## src/hw/rtl/uart_rx_pkg.sv

```systemverilog
package uart_rx_pkg;

  // configuration register widths and indexes
  localparam int HALF_W  = 16;
  localparam int BITS_W  = 4;
  localparam int PMODE_W = 2;
  localparam int CFG_IDX_W  = 2;
  localparam int CFG_DATA_W = 16;

  localparam logic [CFG_IDX_W-1:0] CFG_HALF_BIT_TICKS = 2'd0;
  localparam logic [CFG_IDX_W-1:0] CFG_DATA_BIT_COUNT = 2'd1;
  localparam logic [CFG_IDX_W-1:0] CFG_PARITY_MODE    = 2'd2;

  localparam logic [HALF_W-1:0]  HALF_RESET  = 16'd1093;
  localparam logic [BITS_W-1:0]  BITS_RESET  = 4'd8;
  localparam logic [BITS_W-1:0]  BITS_MIN    = 4'd5;
  localparam logic [BITS_W-1:0]  BITS_MAX    = 4'd8;

  // parity modes
  localparam logic [PMODE_W-1:0] PAR_NONE = 2'd0;
  localparam logic [PMODE_W-1:0] PAR_EVEN = 2'd1;
  localparam logic [PMODE_W-1:0] PAR_ODD  = 2'd2;

  localparam int TICK_W = 17;
  localparam int BYTE_W = 8;

  // result queue between sampler and output stage
  localparam int QUEUE_DEPTH = 2;

  typedef struct packed {
    logic [HALF_W-1:0]  half_bit_ticks;
    logic [BITS_W-1:0]  data_bit_count;
    logic [PMODE_W-1:0] parity_mode;
  } rx_cfg_t;

  typedef struct packed {
    logic [BYTE_W-1:0] received_byte;
    logic              frame_status;
    logic              stop_level;
  } rx_result_t;

  typedef struct packed {
    logic       valid;
    rx_result_t result;
  } rx_push_t;

endpackage

```

## src/hw/rtl/uart_rx_if.sv

```systemverilog
interface uart_rx_in_if;
  logic valid;
  logic ready;
  logic line_level;

  modport source (output valid, output line_level, input ready);
  modport sink   (input valid, input line_level, output ready);
endinterface

interface uart_rx_out_if;
  logic       valid;
  logic       ready;
  logic [7:0] received_byte;
  logic       frame_status;
  logic       stop_level;

  modport source (output valid, output received_byte, output frame_status,
                  output stop_level, input ready);
  modport sink   (input valid, input received_byte, input frame_status,
                  input stop_level, output ready);
endinterface

```

## src/hw/rtl/uart_rx_front.sv

```systemverilog
module uart_rx_front
  import uart_rx_pkg::*;
(
  input  logic     clk,
  input  logic     rst_n,
  input  logic     beat,
  input  logic     line_level,
  input  rx_cfg_t  cfg,
  output rx_push_t push
);

  localparam logic [2:0] PH_IDLE   = 3'd0;
  localparam logic [2:0] PH_START  = 3'd1;
  localparam logic [2:0] PH_DATA   = 3'd2;
  localparam logic [2:0] PH_PARITY = 3'd3;
  localparam logic [2:0] PH_STOP   = 3'd4;

  logic [2:0]        phase_r, phase_nxt;
  logic [TICK_W-1:0] tick_r, tick_nxt;
  logic [BITS_W-1:0] bit_r, bit_nxt;
  logic [BYTE_W-1:0] shift_r, shift_nxt;
  logic              pacc_r, pacc_nxt;
  logic              prx_r, prx_nxt;

  logic [TICK_W-1:0] half_eff, full_eff, target, tick_inc;
  logic [BITS_W-1:0] bits_eff;
  logic              hit, parity_on, expect_bit;

  always_comb begin
    half_eff = (cfg.half_bit_ticks == '0) ? TICK_W'(1) : TICK_W'(cfg.half_bit_ticks);
    full_eff = {half_eff[TICK_W-2:0], 1'b0};
    if (cfg.data_bit_count < BITS_MIN) begin
      bits_eff = BITS_MIN;
    end else if (cfg.data_bit_count > BITS_MAX) begin
      bits_eff = BITS_MAX;
    end else begin
      bits_eff = cfg.data_bit_count;
    end
    parity_on  = (cfg.parity_mode == PAR_EVEN) || (cfg.parity_mode == PAR_ODD);
    target     = (phase_r == PH_START) ? half_eff : full_eff;
    tick_inc   = tick_r + TICK_W'(1);
    hit        = (tick_inc >= target);
    expect_bit = pacc_r ^ (cfg.parity_mode == PAR_ODD);
  end

  always_comb begin
    phase_nxt = phase_r;
    tick_nxt  = tick_r;
    bit_nxt   = bit_r;
    shift_nxt = shift_r;
    pacc_nxt  = pacc_r;
    prx_nxt   = prx_r;
    push.valid = 1'b0;
    push.result.received_byte = shift_r;
    push.result.frame_status  = parity_on && (expect_bit != prx_r);
    push.result.stop_level    = line_level;
    if (beat) begin
      if (phase_r != PH_IDLE) begin
        tick_nxt = hit ? '0 : tick_inc;
      end
      unique case (phase_r)
        PH_START: begin
          if (hit) begin
            if (!line_level) begin
              phase_nxt = PH_DATA;
              bit_nxt   = '0;
              shift_nxt = '0;
              pacc_nxt  = 1'b0;
            end else begin
              phase_nxt = PH_IDLE;
            end
          end
        end
        PH_DATA: begin
          if (hit) begin
            if (bit_r < BITS_W'(BYTE_W)) begin
              shift_nxt = shift_r | (BYTE_W'(line_level) << bit_r[2:0]);
            end
            pacc_nxt = pacc_r ^ line_level;
            bit_nxt  = bit_r + BITS_W'(1);
            if (bit_nxt >= bits_eff) begin
              phase_nxt = parity_on ? PH_PARITY : PH_STOP;
            end
          end
        end
        PH_PARITY: begin
          if (hit) begin
            prx_nxt   = line_level;
            phase_nxt = PH_STOP;
          end
        end
        PH_STOP: begin
          if (hit) begin
            push.valid = 1'b1;
            phase_nxt  = PH_IDLE;
          end
        end
        default: begin
          // idle and unused codes: look for a falling line
          phase_nxt = PH_IDLE;
          if (!line_level) begin
            phase_nxt = PH_START;
            tick_nxt  = '0;
          end
        end
      endcase
    end
  end

  always_ff @(posedge clk) begin
    if (!rst_n) begin
      phase_r <= PH_IDLE;
      tick_r  <= '0;
      bit_r   <= '0;
      shift_r <= '0;
      pacc_r  <= 1'b0;
      prx_r   <= 1'b0;
    end else begin
      phase_r <= phase_nxt;
      tick_r  <= tick_nxt;
      bit_r   <= bit_nxt;
      shift_r <= shift_nxt;
      pacc_r  <= pacc_nxt;
      prx_r   <= prx_nxt;
    end
  end

  a_push_returns_idle: assert property (@(posedge clk) disable iff (!rst_n)
    push.valid |=> (phase_r == PH_IDLE))
    else $error("sampler not idle after frame end");

  a_no_status_without_parity: assert property (@(posedge clk) disable iff (!rst_n)
    (push.valid && !parity_on) |-> !push.result.frame_status)
    else $error("parity error flagged with parity off");

  a_bit_index_bound: assert property (@(posedge clk) disable iff (!rst_n)
    bit_r <= BITS_MAX)
    else $error("bit index past last data bit");

endmodule

```

## src/hw/rtl/uart_rx_fifo.sv

```systemverilog
module uart_rx_fifo
  import uart_rx_pkg::*;
#(
  parameter int DEPTH = QUEUE_DEPTH
) (
  input  logic       clk,
  input  logic       rst_n,
  input  rx_push_t   push,
  input  logic       pop,
  output logic       full,
  output logic       not_empty,
  output rx_result_t head
);

  localparam int PTR_W = $clog2(DEPTH);
  localparam int CNT_W = $clog2(DEPTH + 1);

  rx_result_t       mem_r [DEPTH];
  logic [PTR_W-1:0] wr_ptr_r, rd_ptr_r;
  logic [CNT_W-1:0] count_r;
  logic             do_push, do_pop;

  assign full      = (count_r == CNT_W'(DEPTH));
  assign not_empty = (count_r != '0);
  assign head      = mem_r[rd_ptr_r];
  assign do_push   = push.valid && !full;
  assign do_pop    = pop && not_empty;

  always_ff @(posedge clk) begin
    if (do_push) begin
      mem_r[wr_ptr_r] <= push.result;
    end
  end

  always_ff @(posedge clk) begin
    if (!rst_n) begin
      wr_ptr_r <= '0;
      rd_ptr_r <= '0;
      count_r  <= '0;
    end else begin
      if (do_push) begin
        wr_ptr_r <= (wr_ptr_r == PTR_W'(DEPTH - 1)) ? '0 : wr_ptr_r + PTR_W'(1);
      end
      if (do_pop) begin
        rd_ptr_r <= (rd_ptr_r == PTR_W'(DEPTH - 1)) ? '0 : rd_ptr_r + PTR_W'(1);
      end
      count_r <= count_r + CNT_W'(do_push) - CNT_W'(do_pop);
    end
  end

  a_count_bound: assert property (@(posedge clk) disable iff (!rst_n)
    count_r <= CNT_W'(DEPTH))
    else $error("result queue overfilled");

  a_no_lost_push: assert property (@(posedge clk) disable iff (!rst_n)
    push.valid |-> !full)
    else $error("result pushed into full queue");

  a_empty_no_pop_moves: assert property (@(posedge clk) disable iff (!rst_n)
    (!not_empty && !push.valid) |=> !not_empty)
    else $error("queue filled without a push");

endmodule

```

## src/hw/rtl/uart_rx_back.sv

```systemverilog
module uart_rx_back
  import uart_rx_pkg::*;
(
  input  logic              clk,
  input  logic              rst_n,
  input  logic              q_not_empty,
  input  rx_result_t        q_head,
  output logic              q_pop,
  uart_rx_out_if.source     out_ch
);

  logic       out_valid_r;
  rx_result_t out_data_r;

  // refill the output register whenever it is empty or being taken
  assign q_pop = q_not_empty && (!out_valid_r || out_ch.ready);

  always_ff @(posedge clk) begin
    if (q_pop) begin
      out_data_r <= q_head;
    end
  end

  always_ff @(posedge clk) begin
    if (!rst_n) begin
      out_valid_r <= 1'b0;
    end else if (q_pop) begin
      out_valid_r <= 1'b1;
    end else if (out_ch.ready) begin
      out_valid_r <= 1'b0;
    end
  end

  assign out_ch.valid         = out_valid_r;
  assign out_ch.received_byte = out_data_r.received_byte;
  assign out_ch.frame_status  = out_data_r.frame_status;
  assign out_ch.stop_level    = out_data_r.stop_level;

  a_pop_fills_output: assert property (@(posedge clk) disable iff (!rst_n)
    q_pop |=> out_valid_r)
    else $error("popped result not presented");

  a_no_pop_while_held: assert property (@(posedge clk) disable iff (!rst_n)
    (out_valid_r && !out_ch.ready) |-> !q_pop)
    else $error("output overwritten while stalled");

  a_pop_only_nonempty: assert property (@(posedge clk) disable iff (!rst_n)
    q_pop |-> q_not_empty)
    else $error("pop from empty queue");

endmodule

```

## src/hw/rtl/uart_receiver_with_parity.sv

```systemverilog
// uart receiver with optional parity. every input beat is one clock-tick sample
// of the receive line; the block accepts one beat per cycle and ready stays high
// except when every entry of the result queue is occupied, which needs the
// output register stalled. a low sample while idle opens a half-bit wait
// (half_bit_ticks ticks); if the line is still low there the start bit counts,
// and every full bit period (twice half_bit_ticks, zero acts as one) one data
// bit is taken, least significant first, then the parity bit when parity_mode
// is even or odd, then the stop bit. at the stop sample the byte, a parity
// mismatch flag and the raw stop level go into a short queue; the output stage
// takes them from there into its register. the stop level is reported,
// never checked. data_bit_count below 5 acts as 5, above 8 as 8; parity_mode 3
// means no parity. configuration is written through cfg_we/cfg_index/cfg_data
// and should only change while the receiver is idle.
module uart_receiver_with_parity
  import uart_rx_pkg::*;
#(
  parameter int QUEUE_DEPTH_P = QUEUE_DEPTH
) (
  input  logic                  clk,
  input  logic                  rst_n,
  uart_rx_in_if.sink            in_ch,
  uart_rx_out_if.source         out_ch,
  input  logic                  cfg_we,
  input  logic [CFG_IDX_W-1:0]  cfg_index,
  input  logic [CFG_DATA_W-1:0] cfg_data
);

  rx_cfg_t    cfg_r;
  rx_push_t   push;
  rx_result_t q_head;
  logic       q_full, q_not_empty, q_pop;
  logic       beat;

  // configuration registers, written in place, no read-back
  always_ff @(posedge clk) begin
    if (!rst_n) begin
      cfg_r.half_bit_ticks <= HALF_RESET;
      cfg_r.data_bit_count <= BITS_RESET;
      cfg_r.parity_mode    <= PAR_EVEN;
    end else if (cfg_we) begin
      unique case (cfg_index)
        CFG_HALF_BIT_TICKS: cfg_r.half_bit_ticks <= cfg_data;
        CFG_DATA_BIT_COUNT: cfg_r.data_bit_count <= cfg_data[BITS_W-1:0];
        CFG_PARITY_MODE:    cfg_r.parity_mode    <= cfg_data[PMODE_W-1:0];
        default: ;
      endcase
    end
  end

  // a line sample is taken whenever the queue can absorb a frame result
  assign in_ch.ready = !q_full;
  assign beat        = in_ch.valid && in_ch.ready;

  // front: bit timing and frame assembly
  uart_rx_front u_front (
    .clk        (clk),
    .rst_n      (rst_n),
    .beat       (beat),
    .line_level (in_ch.line_level),
    .cfg        (cfg_r),
    .push       (push)
  );

  // queue decoupling sampler from output handshake
  uart_rx_fifo #(
    .DEPTH (QUEUE_DEPTH_P)
  ) u_fifo (
    .clk       (clk),
    .rst_n     (rst_n),
    .push      (push),
    .pop       (q_pop),
    .full      (q_full),
    .not_empty (q_not_empty),
    .head      (q_head)
  );

  // back: registered result channel
  uart_rx_back u_back (
    .clk         (clk),
    .rst_n       (rst_n),
    .q_not_empty (q_not_empty),
    .q_head      (q_head),
    .q_pop       (q_pop),
    .out_ch      (out_ch)
  );

endmodule

```

## src/flat_wrapper.sv

```systemverilog
// flat-port wrapper written by rule: the top's interface ports become plain ports
module uart_receiver_with_parity_flat import uart_rx_pkg::*;
#(
  parameter int QUEUE_DEPTH_P = QUEUE_DEPTH
)
  (clk, rst_n, cfg_we, cfg_index, cfg_data, in_ch_valid, in_ch_line_level, in_ch_ready, out_ch_valid, out_ch_received_byte, out_ch_frame_status, out_ch_stop_level, out_ch_ready);
  uart_rx_in_if in_ch_i ();
  uart_rx_out_if out_ch_i ();
  input  logic clk;
  input  logic rst_n;
  input  logic cfg_we;
  input  logic [CFG_IDX_W-1:0] cfg_index;
  input  logic [CFG_DATA_W-1:0] cfg_data;
  input wire logic [$bits(in_ch_i.valid)-1:0] in_ch_valid;
  input wire logic [$bits(in_ch_i.line_level)-1:0] in_ch_line_level;
  output wire logic [$bits(in_ch_i.ready)-1:0] in_ch_ready;
  output wire logic [$bits(out_ch_i.valid)-1:0] out_ch_valid;
  output wire logic [$bits(out_ch_i.received_byte)-1:0] out_ch_received_byte;
  output wire logic [$bits(out_ch_i.frame_status)-1:0] out_ch_frame_status;
  output wire logic [$bits(out_ch_i.stop_level)-1:0] out_ch_stop_level;
  input wire logic [$bits(out_ch_i.ready)-1:0] out_ch_ready;
  assign in_ch_i.valid = in_ch_valid;
  assign in_ch_i.line_level = in_ch_line_level;
  assign in_ch_ready = in_ch_i.ready;
  assign out_ch_valid = out_ch_i.valid;
  assign out_ch_received_byte = out_ch_i.received_byte;
  assign out_ch_frame_status = out_ch_i.frame_status;
  assign out_ch_stop_level = out_ch_i.stop_level;
  assign out_ch_i.ready = out_ch_ready;
  uart_receiver_with_parity #(.QUEUE_DEPTH_P(QUEUE_DEPTH_P)) u_core (.clk(clk), .rst_n(rst_n), .in_ch(in_ch_i), .out_ch(out_ch_i), .cfg_we(cfg_we), .cfg_index(cfg_index), .cfg_data(cfg_data));
endmodule
```

## config.mk

```make
export PLATFORM = sky130hd
export DESIGN_NAME = uart_receiver_with_parity_flat
export DESIGN_NICKNAME = d
export VERILOG_FILES = /design/src/hw/rtl/uart_rx_pkg.sv /design/src/hw/rtl/uart_rx_if.sv /design/src/hw/rtl/uart_rx_front.sv /design/src/hw/rtl/uart_rx_fifo.sv /design/src/hw/rtl/uart_rx_back.sv /design/src/hw/rtl/uart_receiver_with_parity.sv /design/src/flat_wrapper.sv
export SDC_FILE = /design/constraint.sdc
export NUM_CORES = 1
export LEC_CHECK = 0
export BUFFER_PORTS_ARGS = -buffer_cell sky130_fd_sc_hd__buf_2
export CAP_MARGIN = 20
export CORE_AREA = 2 2 94 96
export CTS_CLUSTER_SIZE = 8
export DETAILED_ROUTE_END_ITERATION = 10
export DIE_AREA = 0 0 96 98
export PLACE_DENSITY = 0.84
export SYNTH_ARGS = -nofsm -noshare
export SYNTH_HDL_FRONTEND = slang
export SYNTH_SLANG_ARGS = --single-unit
```

## constraint.sdc

```tcl
create_clock -name clk -period 7.2 [get_ports clk]
set_input_delay 0.72 -clock clk [delete_from_list [all_inputs] [get_ports clk]]
set_output_delay 0.72 -clock clk [all_outputs]
set_load 0.01 [all_outputs]
```

After elaboration in Yosys (flattened, before gate mapping)
Memory sizes are Yosys's and may differ from the RTL's. A register that Yosys moved wholly into a read port is not among the register bits.
Cells that the tools add are included.
Word-level totals
  flip-flop bits (word level): 61
  bits in writable memories: 20
  memories kept: 1
Cells by class
  $add $sub $neg: 6
  magnitude comparators: 5
  equal/unequal tests: 17
  shifts and indexed selects: 1
  mux-type cells: 39
  bitwise operators: 3
  reduce and logical (&&, ||, !) cells: 23
Memory list
  u_core.u_fifo.mem_r: depth 2, width 10, rd ports 1, clocked after memory_dff 1, write ports 1, RTL line uart_rx_fifo.sv:18  | rx_result_t mem_r [DEPTH];
Operators with widths (count)
  $mux W17: 5
  $mux W8: 4
  $mux W4: 5
  $mux W3: 6
  $add A17 B1 Y17 const B: 1
  $ge A17 B17 Y1: 1
  $logic_not A16 Y1: 1
  $mux W16: 1
  $pmux W8 S2: 1
  $ne A2 B2 Y1 const B: 7
  $mux W1: 13
  $pmux W3 S4: 1
  $reduce_and A6 Y1: 2
  $or A8 B8 Y8: 1
  $pmux W4 S2: 1
  $shl A1 B3 Y8: 1
  $eq A2 B2 Y1 const B: 3
  $eq A3 B2 Y1 const B: 2
  $reduce_and A2 Y1: 3
  $reduce_bool A2 Y1: 3
  $logic_and A1 B1 Y1: 5
  $reduce_and A5 Y1: 1
  $add A4 B1 Y4 const B: 1
  $eq A2 B1 Y1 const B: 2
  other kinds (19): 23

Longest topological paths before layout
  word-level depth: 10
  depth in mapped cells: 17

By module
From an unflattened synthesis, not the netlist that was laid out.
Unflattened totals
  cells, all modules: 498
  area total of the unflattened synthesis: 4904.7 um^2
By module, submodules not included
  uart_rx_front: instances 1, cells each 329, area an instance 2665.1 um^2
  uart_rx_fifo: instances 1, cells each 58, area an instance 958.4 um^2
  uart_receiver_with_parity: instances 1, cells each 97, area an instance 933.4 um^2
  uart_rx_back: instances 1, cells each 14, area an instance 347.8 um^2

Least setup slack after synthesis
OpenSTA, ideal clock, no wires.
  path type: reg-to-reg
  start point: register u_core.u_front.phase_r[0]
  end point: register u_core.u_fifo.count_r[1]
  setup time: 0.128 ns
  data arrival time: 3.471 ns
  required time: 7.072 ns
  setup slack: 3.602 ns
  cell stages (with the launch flop): 16
  period minus slack after synthesis: 3.598 ns
  cells stage by stage: dfxtp_1 inv_1 nor3_1 buf_2 mux2i_1 ha_1 nand2_1 or3_4 a21oi_4 o2111ai_1 ha_1 inv_1 ha_1 xor2_1 xnor2_1 nor2_1
Between the ends
  word-level cells in the longest chain between the ends: 9
  elaborated cells between the ends (all ways): 10
  classes of those cells: add/sub: 2; order compare: 1; eq/ne: 2; mux: 4; reduce/logical: 1
Ends and longest elaborated chain
  from (decl): RTL line uart_rx_front.sv:18  | logic [2:0] phase_r, phase_nxt;
  from (signal assigned): RTL line uart_rx_front.sv:119  | phase_r <= phase_nxt;
  $eq A3 B1 Y1: RTL line uart_rx_front.sv:40  | target = (phase_r == PH_START) ? half_eff : full_eff;
  $mux W17: RTL line uart_rx_front.sv:40
  $ge A17 B17 Y1: RTL line uart_rx_front.sv:42  | hit = (tick_inc >= target);
  $mux W1: RTL line uart_rx_front.sv:93  | if (hit) begin
  $mux W1 *: RTL line uart_rx_front.sv:61  | unique case (phase_r)
  $mux W1 *: RTL line uart_rx_front.sv:57  | if (beat) begin
  $logic_and A1 B1 Y1 *: RTL line uart_rx_fifo.sv:26  | assign do_push = push.valid && !full;
  $add A2 B1 Y2 *: RTL line uart_rx_fifo.sv:47  | count_r <= count_r + CNT_W'(do_push) - CNT_W'(do_pop);
  $sub A2 B1 Y2 *: RTL line uart_rx_fifo.sv:47
  to (signal assigned): RTL line uart_rx_fifo.sv:47
  to (decl): RTL line uart_rx_fifo.sv:20  | logic [CNT_W-1:0] count_r;
Mark *: on every way between the ends. The rest lies on a longest branch, timed or not.
A chain may end at the register's enable or synchronous reset.

Final worst setup path
  start point: register u_core.u_front.tick_r[0]
  end point: register u_core.u_fifo.count_r[1]
Between the ends
  word-level cells in the longest chain between the ends: 8
Ends and longest elaborated chain
  from (decl): RTL line uart_rx_front.sv:19  | logic [TICK_W-1:0] tick_r, tick_nxt;
  from (signal assigned): RTL line uart_rx_front.sv:120  | tick_r <= tick_nxt;
  $add A17 B1 Y17: RTL line uart_rx_front.sv:41  | tick_inc = tick_r + TICK_W'(1);
  $ge A17 B17 Y1: RTL line uart_rx_front.sv:42
  $mux W1: RTL line uart_rx_front.sv:93
  $mux W1: RTL line uart_rx_front.sv:61
  $mux W1: RTL line uart_rx_front.sv:57
  $logic_and A1 B1 Y1: RTL line uart_rx_fifo.sv:26
  $add A2 B1 Y2: RTL line uart_rx_fifo.sv:47
  $sub A2 B1 Y2: RTL line uart_rx_fifo.sv:47
Every way passes these cells.

==> metrics.txt <==
Setup violations, final 0; # Max-Cap Violations 0; row cnt 34; GRT Total Usage roughly a fifth; CP Capture Type flip-flop; # IOs 36; R2R depth 17; Power Density 234 nW/um^2; status finished, final reports clean; commonest non-fill, non-tap cells in the layout 66 x nand2_1, 61 x dfxtp_1, 44 x nor2_1; hold crit path type flip-flop to flip-flop; Num Clock Sinks between 90 and 100; Initial Util 53.7%; fillcell total roughly 730; final antenna-violating net count 0; sequential fraction of the synthesis area 46.7%; die width 96 um; number of global-route vias before repair 3405; max frequency 253 MHz; slowest CP cell dfxtp_1; fin area 5010 sq um; crit path launch type flip-flop; WHS Path Cells 0; Critical Path RT 7420 ps; core area 8470 sq um; GPL Wtd Cong 0.897; Port Buffers 35; first-pass GRT wire length 15600 um; die area 9410 sq um; CTS root buf clkbuf_8; worst reg2reg path endpoint u_core.u_fifo.count_r[1]; Post-synth EDFFs 30; Worst-path clk slew 100 ps; Worst Skew 9.84 ps; Peak VDD IR 0.103 mV; Syn Nets 521; critical path cell sequence ha_1, and2_1, nand4_1, inv_1, and3_1, xor2_1, ha_1, and4_1, a21oi_1, o21ai_2, o2111ai_1, ha_1, inv_1, ha_1, xor2_1, xnor2_1, nor2_1; Pre-antenna DRT Iters 5; Area Growth Syn to Fin 10.3%; Critical Path Fanout Max 7; Post-synth top flop dfxtp_1; drt drc 0; Pleak between 1.5 and 2 nW; via count between 3000 and 4000; antenna violations before repair 0; synthesized area per cell 9.65 sq um; Post-Route WL 8960 um; placed instance area 4800 sq um; min Tclk post-route 3960 ps; multi-input logic area about 2300 sq um; synthesized area 4550 sq um; Warnings, synthesis 0; Worst R2R Start u_core.u_front.tick_r[0]; Detailed Route Iter0 Violations 238; H-Tree Depth 3; Slew @ Worst Pin 951 ps; post-cts sizing count 0; largest net degree at the start of global routing 27; Synth Instances 471; Worst Setup Path Type flip-flop to flip-flop; grt ovf 0; nets@finish 549; die height 98 um; ys async rst share 0%; average wire per standard cell 14.6 um; cts hold-fix bufs 0; most common cell after layout, fill and taps aside nand2_1; CTS Buf Count 9; slew margin rel. between 30% and 40%; FF/Latch Area 2120 sq um; buffer depth of the longest clock path 2; CTS tree done; Hold Vio Cnt, Final 0; HPWL after DPL 6540 um; r2r setup slk 3240 ps; hold_sp u_core.u_front.shift_r[0]; Setup Fix Bufs, Post-CTS 0; Inserted Diodes 0; Synth Register Bits 91; clk_lat worst skew 360 ps; most used cell, CP ha_1; RSZ-0062 raised after global routing no; share of cells above drive strength 1 14.9%; Largest stage delay, worst path 480 ps; count of different cell masters after synthesis 53; setup TNS 0 ps; routed vias/inst about 5.7; Worst Path Arrival 4180 ps; period utilisation layout between 50% and 60%; Hold EP u_core.u_fifo.mem_r[0][2]; Max Slew Vio Count 0
==> worst max path at each step <==
stage | from | end | slack [ps] | depth (start not counted)
finish | u_core.u_front.tick_r[0] | u_core.u_fifo.count_r[1] | 3240 | 17
global route | u_core.u_front.tick_r[0] | u_core.u_fifo.count_r[1] | 2870 | 17
CTS | u_core.u_front.tick_r[0] | u_core.u_fifo.count_r[1] | 3260 | 17
detailed placement | u_core.u_front.tick_r[0] | u_core.u_fifo.count_r[1] | 3310 | 17
global placement | u_core.u_front.phase_r[0] | u_core.u_fifo.count_r[1] | 3180 | 14
floorplan | u_core.u_front.phase_r[0] | u_core.u_fifo.count_r[1] | 3600 | 15
==> synth_stat cells (2+ instances only) <==
| cell | count | share of area, % |
|---|---|---|
| mux2i_1 | 22 | 4.8 |
| a211oi_1 | 2 | 0.33 |
| or2_2 | 3 | 0.41 |
| dfxtp_1 | 61 | 27 |
| nor4_1 | 3 | 0.41 |
| nand4b_1 | 2 | 0.39 |
| and4_1 | 3 | 0.58 |
| o31ai_1 | 4 | 0.66 |
| nand3_1 | 16 | 1.8 |
| nor3_1 | 11 | 1.2 |
| o21ai_1 | 2 | 0.22 |
| nor2_1 | 44 | 3.6 |
| or3_1 | 2 | 0.28 |
| nand4_1 | 3 | 0.41 |
| o21ai_0 | 12 | 1.3 |
| nand3b_1 | 4 | 0.66 |
| a22oi_1 | 10 | 1.7 |
| ha_1 | 26 | 7.2 |
| buf_2 | 4 | 0.44 |
| nor3b_1 | 2 | 0.33 |
| a31oi_1 | 5 | 0.69 |
| nand2b_1 | 2 | 0.28 |
| nor2b_1 | 5 | 0.69 |
| a21oi_1 | 28 | 3.1 |
| or4_1 | 2 | 0.33 |
| inv_1 | 13 | 1.1 |
| and2_1 | 6 | 0.83 |
| clkbuf_1 | 17 | 1.4 |
| xor2_1 | 6 | 1.2 |
| xnor2_1 | 15 | 2.9 |
| a41oi_1 | 5 | 0.96 |
| and3_1 | 7 | 0.96 |
| mux2_2 | 10 | 2.5 |
| edfxtp_1 | 30 | 20 |
| nand2_1 | 66 | 5.4 |
==> metrics by stage <==
| step | worst slack [ps] | power [mW] | utilization [%] | hold slack, ps | instances |
|---|---|---|---|---|---|
| 3_3_place_gp | 3180 | 0.828 | 56.6 | 443 | 595 |
| 5_1_grt | 2870 | 1.23 | 59.2 | 502 | 612 |
| 3_5_place_dp | 3310 | 0.841 | 56.8 | 453 | 596 |
| 2_1_floorplan | 3600 | 0.778 | - | 426 | 471 |
| 4_1_cts | 3260 | 1.18 | 59.2 | 480 | 612 |
| 6_report | 3240 | 1.17 | 59.2 | 479 | 612 |
==> cells by family (layout without fill, tap and decap cells) <==
family	count (synthesis)	after routing	share of synthesized area, %
mux	32	32	7.32
flops	91	91	46.7
fa+ha+maj	26	26	7.15
simple gates	185	185	19.8
xor+xnor	21	21	4.05
buf+inv	34	67	2.92
compound gates	82	82	12.1
==> power breakdown <==
group,total (mW),switching (mW),internal [mW]
Clock,0.347,0.209,0.138
Sequential,0.596,0.0271,0.569
Combinational,0.232,0.133,0.0990
==> metal layers <==
| metal | routed length, um | track usage [%] |
|---|---|---|
| met1 | 4070 | 26.9 |
| met2 | 4290 | 34.1 |
| met3 | 427 | 3.40 |
| met4 | 178 | 7.91 |
| met5 | 0 | 0 |
==> critical path: cells and delay by family (launching register included) <==
kind	cells	cell delay, ps
compound gates	3	750
xor+xnor	3	520
fa+ha+maj	4	1010
buf+inv	2	200
flops	1	480
simple gates	5	870
==> state kept, by name, summed over array words and instances (netlist names), 2 cells and up <==
signal                              cells
u_core.u_front.tick_r                  17
u_core.cfg_r                           22
u_core.u_back.out_ch.received_byte      8
u_core.u_front.phase_r                  3
u_core.u_fifo.count_r                   2
u_core.u_front.shift_r                  8
u_core.u_front.bit_r                    4
u_core.u_fifo.mem_r                    20
==> layout make-up <==
type / count / area share, %
multi-input combinational: 346 / 45.8
sequential: 91 / 42.3
timing repair buffer: 38 / 4.02
tap: 108 / 2.69
clock buffer: 9 / 2.47
clock inverter: 7 / 1.72
inverter: 13 / 0.973
(Power assumes the default switching activity.)
